--- src/rtl/hbd_pkg.sv ---
// shared types, constants and helper functions for the http body dechunker
// no dependencies
`default_nettype none

package hbd_pkg;

    localparam int SIZE_BITS_DEF   = 32;
    localparam int LENGTH_BITS_DEF = 32;
    localparam int MAX_BODY_BITS   = 32;
    localparam logic [MAX_BODY_BITS-1:0] MAX_BODY_RESET = 32'd1048576;

    // header text that switches the body to chunked mode
    localparam int MARKER_LEN = 26;
    localparam int MARKER_CNT_BITS = $clog2(MARKER_LEN + 1);
    localparam logic [8*MARKER_LEN-1:0] TE_MARKER = "Transfer-Encoding: chunked";

    localparam logic [7:0] CHAR_CR    = 8'h0d;
    localparam logic [7:0] CHAR_LF    = 8'h0a;
    localparam logic [7:0] CHAR_SPACE = 8'h20;

    localparam logic [1:0] ST_OK        = 2'd0;
    localparam logic [1:0] ST_TOO_LARGE = 2'd1;
    localparam logic [1:0] ST_FRAMING   = 2'd2;

    typedef enum logic [3:0] {
        PH_HEADER,
        PH_PLAIN,
        PH_LINE_START,
        PH_LEAD,
        PH_DIGITS,
        PH_REST,
        PH_CR,
        PH_DATA,
        PH_TRAIL,
        PH_DONE
    } hbd_phase_t;

    // header scanner to framer
    typedef struct packed {
        logic blank_done;
        logic chunked;
    } hbd_hdr_t;

    // framer result for the byte in the input register
    typedef struct packed {
        logic       has_result;
        logic       body_valid;
        logic       eom;
        logic [1:0] status;
    } hbd_res_t;

    function automatic logic [7:0] marker_char(input logic [MARKER_CNT_BITS-1:0] idx);
        logic [7:0] c;
        int         pos;
        c   = 8'h00;
        pos = MARKER_LEN - 1 - int'(idx);
        if (int'(idx) < MARKER_LEN) begin
            c = TE_MARKER[8*pos +: 8];
        end
        return c;
    endfunction

    function automatic logic hex_ok(input logic [7:0] b);
        return (b >= "0" && b <= "9") || (b >= "a" && b <= "f") || (b >= "A" && b <= "F");
    endfunction

    function automatic logic [3:0] hex_val(input logic [7:0] b);
        logic [7:0] v;
        v = 8'h00;
        if (b >= "0" && b <= "9") begin
            v = b - 8'h30;
        end else if (b >= "a" && b <= "f") begin
            v = b - 8'h57;
        end else if (b >= "A" && b <= "F") begin
            v = b - 8'h37;
        end
        return v[3:0];
    endfunction

    function automatic logic [1:0] raise_status(input logic [1:0] cur, input logic [1:0] s);
        return (s > cur) ? s : cur;
    endfunction

endpackage

`default_nettype wire

--- src/rtl/http_body_dechunker.sv ---
// HTTP body dechunker: takes a request one byte per transaction and passes
// on the decoded body bytes. Throughput is one byte per clock while the output
// is not held by m_axis_tready; a byte sits in the input register while the
// framer decides on it, and its result is then registered in the output
// register. Bytes that produce no result (header, size lines, chunk trailers)
// are also taken at one per clock and never wait on the output. Status is sticky
// per message and clears after the transaction marked tlast. Write cfg_wdata (max body length) only while idle.
// depends on hbd_pkg, hbd_framer, hbd_hdr_scan
`default_nettype none

module http_body_dechunker
    import hbd_pkg::*;
#(
    parameter int SIZE_BITS   = SIZE_BITS_DEF,
    parameter int LENGTH_BITS = LENGTH_BITS_DEF
) (
    input  wire logic                     aclk,
    input  wire logic                     aresetn,
    input  wire logic                     cfg_we,
    input  wire logic [MAX_BODY_BITS-1:0] cfg_wdata,   // max_body_bytes
    input  wire logic                     s_axis_tvalid,
    output logic                          s_axis_tready,
    input  wire logic [7:0]               s_axis_tdata,    // [7:0] data_byte
    input  wire logic                     s_axis_tlast,
    output logic                          m_axis_tvalid,
    input  wire logic                     m_axis_tready,
    output logic [7:0]                    m_axis_tdata,    // [7:0] body_byte
    output logic [2:0]                    m_axis_tuser,    // [0] body_valid, [2:1] status
    output logic                          m_axis_tlast
);

    logic [MAX_BODY_BITS-1:0] max_body_reg;
    logic                     in_valid_reg;
    logic [7:0]               in_byte_reg;
    logic                     in_last_reg;
    logic                     out_valid_reg;
    logic [7:0]               out_byte_reg;
    logic [2:0]               out_user_reg;
    logic                     out_last_reg;
    logic                     out_free, step;
    hbd_res_t                 res;

    always_ff @(posedge aclk) begin
        if (!aresetn) begin
            max_body_reg <= MAX_BODY_RESET;
        end else if (cfg_we) begin
            max_body_reg <= cfg_wdata;
        end
    end

    hbd_framer #(
        .SIZE_BITS   (SIZE_BITS),
        .LENGTH_BITS (LENGTH_BITS)
    ) u_framer (
        .aclk           (aclk),
        .aresetn        (aresetn),
        .step           (step),
        .byte_in        (in_byte_reg),
        .last_in        (in_last_reg),
        .max_body_bytes (max_body_reg),
        .res            (res)
    );

    assign out_free      = !out_valid_reg || m_axis_tready;
    assign step          = in_valid_reg && (!res.has_result || out_free);
    assign s_axis_tready = !in_valid_reg || step;

    // input register
    always_ff @(posedge aclk) begin
        if (!aresetn) begin
            in_valid_reg <= 1'b0;
        end else if (s_axis_tready) begin
            in_valid_reg <= s_axis_tvalid;
        end
    end

    always_ff @(posedge aclk) begin
        if (s_axis_tvalid && s_axis_tready) begin
            in_byte_reg <= s_axis_tdata;
            in_last_reg <= s_axis_tlast;
        end
    end

    // result register
    always_ff @(posedge aclk) begin
        if (!aresetn) begin
            out_valid_reg <= 1'b0;
        end else if (step && res.has_result) begin
            out_valid_reg <= 1'b1;
        end else if (m_axis_tready) begin
            out_valid_reg <= 1'b0;
        end
    end

    always_ff @(posedge aclk) begin
        if (step && res.has_result) begin
            out_byte_reg <= res.body_valid ? in_byte_reg : 8'h00;
            out_user_reg <= {res.status, res.body_valid};
            out_last_reg <= res.eom;
        end
    end

    assign m_axis_tvalid = out_valid_reg;
    assign m_axis_tdata  = out_byte_reg;
    assign m_axis_tuser  = out_user_reg;
    assign m_axis_tlast  = out_last_reg;

`ifndef NO_ASSERTIONS
    // a result never overwrites one that is still waiting
    a_no_overwrite: assert property (@(posedge aclk) disable iff (!aresetn)
        (step && res.has_result) |-> out_free)
        else $error("result register overwritten");

    // a result without a body byte only exists to mark the end of a message
    a_empty_is_last: assert property (@(posedge aclk) disable iff (!aresetn)
        (m_axis_tvalid && !m_axis_tuser[0]) |-> (m_axis_tlast && m_axis_tdata == 8'h00))
        else $error("empty result not marking end of message");

    // status code three is never produced
    a_status_range: assert property (@(posedge aclk) disable iff (!aresetn)
        m_axis_tvalid |-> (m_axis_tuser[2:1] != 2'd3))
        else $error("invalid status code");
`endif

endmodule

`default_nettype wire

--- src/rtl/hbd_hdr_scan.sv ---
// header section scanner: transfer-encoding marker and blank line detection
// depends on hbd_pkg
`default_nettype none

module hbd_hdr_scan
    import hbd_pkg::*;
(
    input  wire logic       aclk,
    input  wire logic       aresetn,
    input  wire logic       step,
    input  wire logic       active,
    input  wire logic       clear,
    input  wire logic [7:0] byte_in,
    output hbd_hdr_t        hdr
);

    logic [MARKER_CNT_BITS-1:0] mcnt_reg, mcnt_next;
    logic [1:0]                 blank_reg, blank_next;
    logic                       chunked_reg, chunked_next;
    logic [7:0]                 expect_ch;

    always_comb begin
        mcnt_next    = mcnt_reg;
        chunked_next = chunked_reg;
        if (int'(mcnt_reg) < MARKER_LEN) begin
            if (byte_in == marker_char(mcnt_reg)) begin
                mcnt_next = mcnt_reg + 1'b1;
            end else if (byte_in == marker_char('0)) begin
                mcnt_next = MARKER_CNT_BITS'(1);
            end else begin
                mcnt_next = '0;
            end
            if (int'(mcnt_next) == MARKER_LEN) begin
                chunked_next = 1'b1;
            end
        end
    end

    // blank line match: cr lf cr lf
    always_comb begin
        expect_ch      = blank_reg[0] ? CHAR_LF : CHAR_CR;
        hdr.blank_done = 1'b0;
        if (byte_in == expect_ch) begin
            if (blank_reg == 2'd3) begin
                blank_next     = 2'd0;
                hdr.blank_done = 1'b1;
            end else begin
                blank_next = blank_reg + 2'd1;
            end
        end else begin
            blank_next = (byte_in == CHAR_CR) ? 2'd1 : 2'd0;
        end
        hdr.chunked = chunked_next;
    end

    always_ff @(posedge aclk) begin
        if (!aresetn || (step && clear)) begin
            mcnt_reg    <= '0;
            blank_reg   <= '0;
            chunked_reg <= 1'b0;
        end else if (step && active) begin
            mcnt_reg    <= mcnt_next;
            blank_reg   <= blank_next;
            chunked_reg <= chunked_next;
        end
    end

endmodule

`default_nettype wire

--- src/rtl/hbd_framer.sv ---
// body framing: plain or chunked body, size lines, length limit and status
// depends on hbd_pkg and hbd_hdr_scan
`default_nettype none

module hbd_framer
    import hbd_pkg::*;
#(
    parameter int SIZE_BITS   = SIZE_BITS_DEF,
    parameter int LENGTH_BITS = LENGTH_BITS_DEF
) (
    input  wire logic                     aclk,
    input  wire logic                     aresetn,
    input  wire logic                     step,
    input  wire logic [7:0]               byte_in,
    input  wire logic                     last_in,
    input  wire logic [MAX_BODY_BITS-1:0] max_body_bytes,
    output hbd_res_t                      res
);

    localparam int CW = (LENGTH_BITS > MAX_BODY_BITS) ? LENGTH_BITS : MAX_BODY_BITS;

    hbd_phase_t             phase_reg, phase_next;
    logic [SIZE_BITS-1:0]   size_reg, size_next, size_dec;
    logic [LENGTH_BITS-1:0] len_reg, len_next;
    logic [1:0]             err_reg, err_next, err_mid;
    hbd_hdr_t               hdr;
    logic                   is_hex, digit_take, too_full, pass_phase, bad_end;
    logic [3:0]             hv;

    hbd_hdr_scan u_hdr_scan (
        .aclk    (aclk),
        .aresetn (aresetn),
        .step    (step),
        .active  (phase_reg == PH_HEADER),
        .clear   (last_in),
        .byte_in (byte_in),
        .hdr     (hdr)
    );

    assign is_hex     = hex_ok(byte_in);
    assign hv         = hex_val(byte_in);
    assign digit_take = is_hex && (phase_reg == PH_LINE_START || phase_reg == PH_LEAD ||
                                   phase_reg == PH_DIGITS);
    assign too_full   = (CW'(len_reg) >= CW'(max_body_bytes)) || (&len_reg);
    assign pass_phase = (phase_reg == PH_PLAIN) || (phase_reg == PH_DATA);
    assign size_dec   = size_reg - 1'b1;

    // next phase
    always_comb begin
        phase_next = phase_reg;
        unique case (phase_reg) inside
            PH_HEADER: begin
                if (hdr.blank_done) begin
                    phase_next = hdr.chunked ? PH_LINE_START : PH_PLAIN;
                end
            end
            PH_LINE_START, PH_LEAD, PH_DIGITS, PH_REST, PH_CR: begin
                if (phase_reg == PH_CR && byte_in == CHAR_LF) begin
                    phase_next = (size_reg == '0) ? PH_DONE : PH_DATA;
                end else if (byte_in == CHAR_CR) begin
                    phase_next = PH_CR;
                end else if (phase_reg == PH_LINE_START || phase_reg == PH_LEAD) begin
                    if (byte_in == CHAR_SPACE) begin
                        phase_next = PH_LEAD;
                    end else if (is_hex) begin
                        phase_next = PH_DIGITS;
                    end else begin
                        phase_next = PH_REST;
                    end
                end else if (phase_reg == PH_DIGITS && is_hex) begin
                    phase_next = PH_DIGITS;
                end else begin
                    phase_next = PH_REST;
                end
            end
            PH_DATA: begin
                if (size_dec == '0) begin
                    phase_next = PH_TRAIL;
                end
            end
            PH_TRAIL: begin
                if (size_dec == '0) begin
                    phase_next = PH_LINE_START;
                end
            end
            PH_PLAIN, PH_DONE: phase_next = phase_reg;
            default:           phase_next = PH_HEADER;
        endcase
    end

    // counters, status and result
    always_comb begin
        size_next = size_reg;
        len_next  = len_reg;
        err_mid   = err_reg;
        if (digit_take && byte_in != CHAR_CR) begin
            if (|size_reg[SIZE_BITS-1 -: 4]) begin
                size_next = '1;
                err_mid   = raise_status(err_reg, ST_FRAMING);
            end else begin
                size_next = {size_reg[SIZE_BITS-5:0], hv};
            end
        end
        if (pass_phase) begin
            if (too_full) begin
                err_mid = raise_status(err_reg, ST_TOO_LARGE);
            end else begin
                len_next = len_reg + 1'b1;
            end
        end
        if (phase_reg == PH_DATA) begin
            size_next = (size_dec == '0) ? SIZE_BITS'(2) : size_dec;
        end else if (phase_reg == PH_TRAIL) begin
            size_next = size_dec;
        end
        // message ends in the header, a started size line or inside chunk data
        bad_end = last_in && (phase_next == PH_HEADER || phase_next == PH_LEAD ||
                              phase_next == PH_DIGITS || phase_next == PH_REST ||
                              phase_next == PH_CR || phase_next == PH_DATA);
        err_next = bad_end ? raise_status(err_mid, ST_FRAMING) : err_mid;

        res.body_valid = pass_phase && !too_full;
        res.eom        = last_in;
        res.has_result = res.body_valid || last_in;
        res.status     = err_next;
    end

    always_ff @(posedge aclk) begin
        if (!aresetn || (step && last_in)) begin
            phase_reg <= PH_HEADER;
            size_reg  <= '0;
            len_reg   <= '0;
            err_reg   <= ST_OK;
        end else if (step) begin
            phase_reg <= phase_next;
            size_reg  <= size_next;
            len_reg   <= len_next;
            err_reg   <= err_next;
        end
    end

endmodule

`default_nettype wire
--- config.mk ---
export PLATFORM = sky130hd
export DESIGN_NAME = http_body_dechunker
export DESIGN_NICKNAME = d
export VERILOG_FILES = /design/src/rtl/hbd_pkg.sv /design/src/rtl/http_body_dechunker.sv /design/src/rtl/hbd_hdr_scan.sv /design/src/rtl/hbd_framer.sv
export SDC_FILE = /design/constraint.sdc
export NUM_CORES = 1
export LEC_CHECK = 0
export ABC_AREA = 0
export BUFFER_PORTS_ARGS = -buffer_cell sky130_fd_sc_hd__buf_2
export CAP_MARGIN = 20
export CORE_ASPECT_RATIO = 1.5
export CORE_MARGIN = 4
export CORE_UTILIZATION = 35
export CTS_CLUSTER_DIAMETER = 40
export DETAILED_ROUTE_END_ITERATION = 10
export SLEW_MARGIN = 20
export SYNTH_ARGS = -nofsm -noshare
export SYNTH_HDL_FRONTEND = slang
export SYNTH_SLANG_ARGS = --single-unit
--- constraint.sdc ---
create_clock -name aclk -period 4 [get_ports aclk]
set_input_delay 0.2 -clock aclk [delete_from_list [all_inputs] [get_ports aclk]]
set_output_delay 0.2 -clock aclk [all_outputs]
set_load 0.05 [all_outputs]
==> flow_summary.json <==
{
  "regArea_um2": 2870,
  "cts.htree.levels": 4,
  "hpwl_um": 17100,
  "insertion_delay_ns": 0.42,
  "min_path_type": "input pin to flip-flop",
  "clock-sinks": 133,
  "cts_buffers": 17,
  "vias": 7864,
  "cp.depth": 12,
  "totalWireLength_um": 23300,
  "drv_slew": 0,
  "yosys_warnings": 0,
  "synth_flop_cell": "dfxtp_1",
  "synth_cell_type_count": 72,
  "cts_resized": 0,
  "drv_cap": 0,
  "die_area_um2": 26500,
  "reg2regPathDepth": 12,
  "required_ns": 4.30,
  "ys_ff_latch": 133,
  "p_int_uw": 2670,
  "power_uw": 3490,
  "drt_iter0_drc": 414,
  "cp_num_buf_inv": 2,
  "powerDensity_nw_per_um2": 354,
  "drive_gt1_share_pct": 12.2,
  "final_common_cell": "dfxtp_1",
  "worst_slew_pin_slew_ns": 0.999,
  "reg2reg_setup_slack_ns": 0.30,
  "r2r_end": "u_framer.size_reg[11]$_SDFFE_PP0P_",
  "worstSetupStartpointType": "flip-flop",
  "ys_async_sr_fraction_pct": 0,
  "grt_max_degree": 49,
  "die_h_um": 197,
  "start_util_pct": 35.3,
  "cts.path.max_buffers": 2,
  "fin_crit_sh_pct": 92.5,
  "cts_tree": "yes",
  "fp-row-count": 69,
  "synth_edf_count": 21,
  "cts_root_buf": "clkbuf_16",
  "rr_startpoint": "u_framer.size_reg[0]$_SDFFE_PP0P_",
  "status": "finished, final reports clean",
  "grt_pass1_wl_um": 39000,
  "ant_nets": 0,
  "final_util_pct": 41.7,
  "setup.worst_path.start": "u_framer.size_reg[0]$_SDFFE_PP0P_",
  "cts_setup_buffers": 0,
  "io_pins": 60,
  "layout_common_cells": "dfxtp_1, nor2_1, nand2_1, o21ai_0",
  "cts.clk_slew.worst_paths_ns": 0.06,
  "syn_area_um2": 8360,
  "tns_ns": 0,
  "globalplace.congestion": 0.890,
  "grt_pass1_vias": 7756,
  "yosysSeqAreaShare_pct": 34.4,
  "critical_path_class": "flip-flop to flip-flop",
  "fin_skew_ns": 0.00715,
  "avgSynthCellArea_um2": 8.07,
  "crit_family": "simple AND/OR/NAND/NOR gates",
  "ir_drop_uv": 418,
  "worstPathCellList": "inv_1 -> ha_1 -> or4b_1 -> or3_1 -> nor3_1 -> xnor2_1 -> nand4_1 -> o31a_1 -> buf_4 -> o21a_1 -> o21ai_0 -> a21oi_1",
  "slowest_stage": "or4b_1",
  "power_switching_uw": 820,
  "grt.total_usage_pct": 18.1,
  "die_w_um": 134,
  "drc": 0,
  "p_leak_uw": 0.00389,
  "endpoint_kind": "flip-flop",
  "seqPwrFrac_pct": 40.5,
  "hold_viol_final": 0,
  "synthesis.nets": 1128,
  "whs_ns": 0.0326,
  "multiInputGateArea_um2": 5080,
  "area_growth_pct": 18.1,
  "grt_overflow": 0,
  "core_um2": 23700,
  "fillers": 2435,
  "cp.arrival_ns": 4.00,
  "crit_end": "u_framer.size_reg[11]$_SDFFE_PP0P_",
  "io_buffers": 59,
  "critical_path.max_stage_delay_ns": 0.60,
  "rsz0062_at_grt": "no",
  "synthCells": 1036,
  "diodes": 0,
  "viasPerCell": 5.49,
  "antenna_found_initial": 0,
  "wl_per_cell_um": 16.3,
  "p_comb_share_pct": 7.7,
  "nNetsFinal": 1192,
  "fin_crit_ns": 3.70,
  "cp_max_fo": 9,
  "drt_first_pass_iters": 5,
  "relSlewSlack_pct": 33.4,
  "fmax_mhz": 270,
  "p_clk_share_pct": 51.8,
  "setup_viol": 0,
  "p_sw_share_pct": 23.5
}
worst min path at each step:
stage / from / endpoint / depth (start not counted)
2_1_floorplan: s_axis_tdata[0] / in_byte_reg[0]$_DFFE_PP_ / 0
3_3_place_gp: s_axis_tdata[4] / in_byte_reg[4]$_DFFE_PP_ / 1
3_5_place_dp: s_axis_tdata[4] / in_byte_reg[4]$_DFFE_PP_ / 1
4_1_cts: cfg_wdata[26] / max_body_reg[26]$_SDFFE_PN0P_ / 3
5_1_grt: cfg_wdata[18] / max_body_reg[18]$_SDFFE_PN0P_ / 3
6_report: cfg_wdata[0] / max_body_reg[0]$_SDFFE_PN0P_ / 3
power groups by stage:
stage | clock network (uW) | registers (uW) | logic (uW)
global route | 1900 | 1420 | 303
detailed placement | 0 | 1440 | 262
CTS | 1840 | 1420 | 271
global placement | 0 | 1440 | 259
floorplan | 0 | 1450 | 169
finish | 1810 | 1420 | 270
final cells by class:
cell class              count  area share, %
well taps                 319           4.04
multi-input cells         797           51.5
inverters                  49           1.86
repair buffers            102           6.64
clock buffers              17           4.31
flip-flops and latches    133           29.1
clock inverters            15           2.54
cell usage after synthesis, drive strengths merged (13+ instances only):
| library cell | n | area (um2) |
|---|---|---|
| edfxtp | 21 | 631 |
| a211oi | 17 | 128 |
| nor2b | 39 | 244 |
| ha | 46 | 576 |
| nand4 | 24 | 150 |
| dfxtp | 112 | 2240 |
| inv | 49 | 184 |
| xnor2 | 14 | 123 |
| a21oi | 60 | 300 |
| nand3 | 36 | 180 |
| or3 | 13 | 81.3 |
| nand2 | 89 | 337 |
| nor3 | 39 | 195 |
| clkbuf | 50 | 188 |
| and2 | 18 | 113 |
| nor2 | 104 | 390 |
| mux2i | 35 | 350 |
| o21ai | 66 | 330 |
| xor2 | 35 | 307 |
through the flow:
stage	instance area, um2	setup slack, ns	cells
finish	9870	0.299	1432
global route	9870	0.0555	1432
detailed placement	9090	0.354	1390
global placement	9090	0.467	1390
CTS	9870	0.349	1432
floorplan	8360	0.451	1036
worst min-delay path: cells and delay by family:
family                 cells  cell delay [ns]
AND/OR/NAND/NOR            1             0.09
buffers and inverters      1             0.07
multiplexers               1             0.05
per-layer routing:
layer	track usage (%)	share of wire, %
met1	19.9	39
met5	0	0
met3	3.16	4.1
met4	7.66	3.5
met2	33.9	54
cell families (layout without fill, tap and decap cells):
family / after synthesis / after routing / synth area share [%]
AND/OR/NAND/NOR: 428 / 428 / 26.2
AO/OA/AOI/OAI: 237 / 237 / 18.1
flip-flops: 133 / 133 / 34.4
buffers and inverters: 106 / 183 / 4.92
XOR/XNOR: 49 / 49 / 5.13
adder cells (fa/ha/maj): 47 / 47 / 7.00
multiplexers: 36 / 36 / 4.33
repair_timing:
| item | CTS | global route |
|---|---|---|
| hold buffers | 10 | 0 |
| hold endpoints to repair | 10 | 0 |
| setup endpoints to repair | 0 | 0 |
No activity file was read; power rests on OpenSTA's default activity.
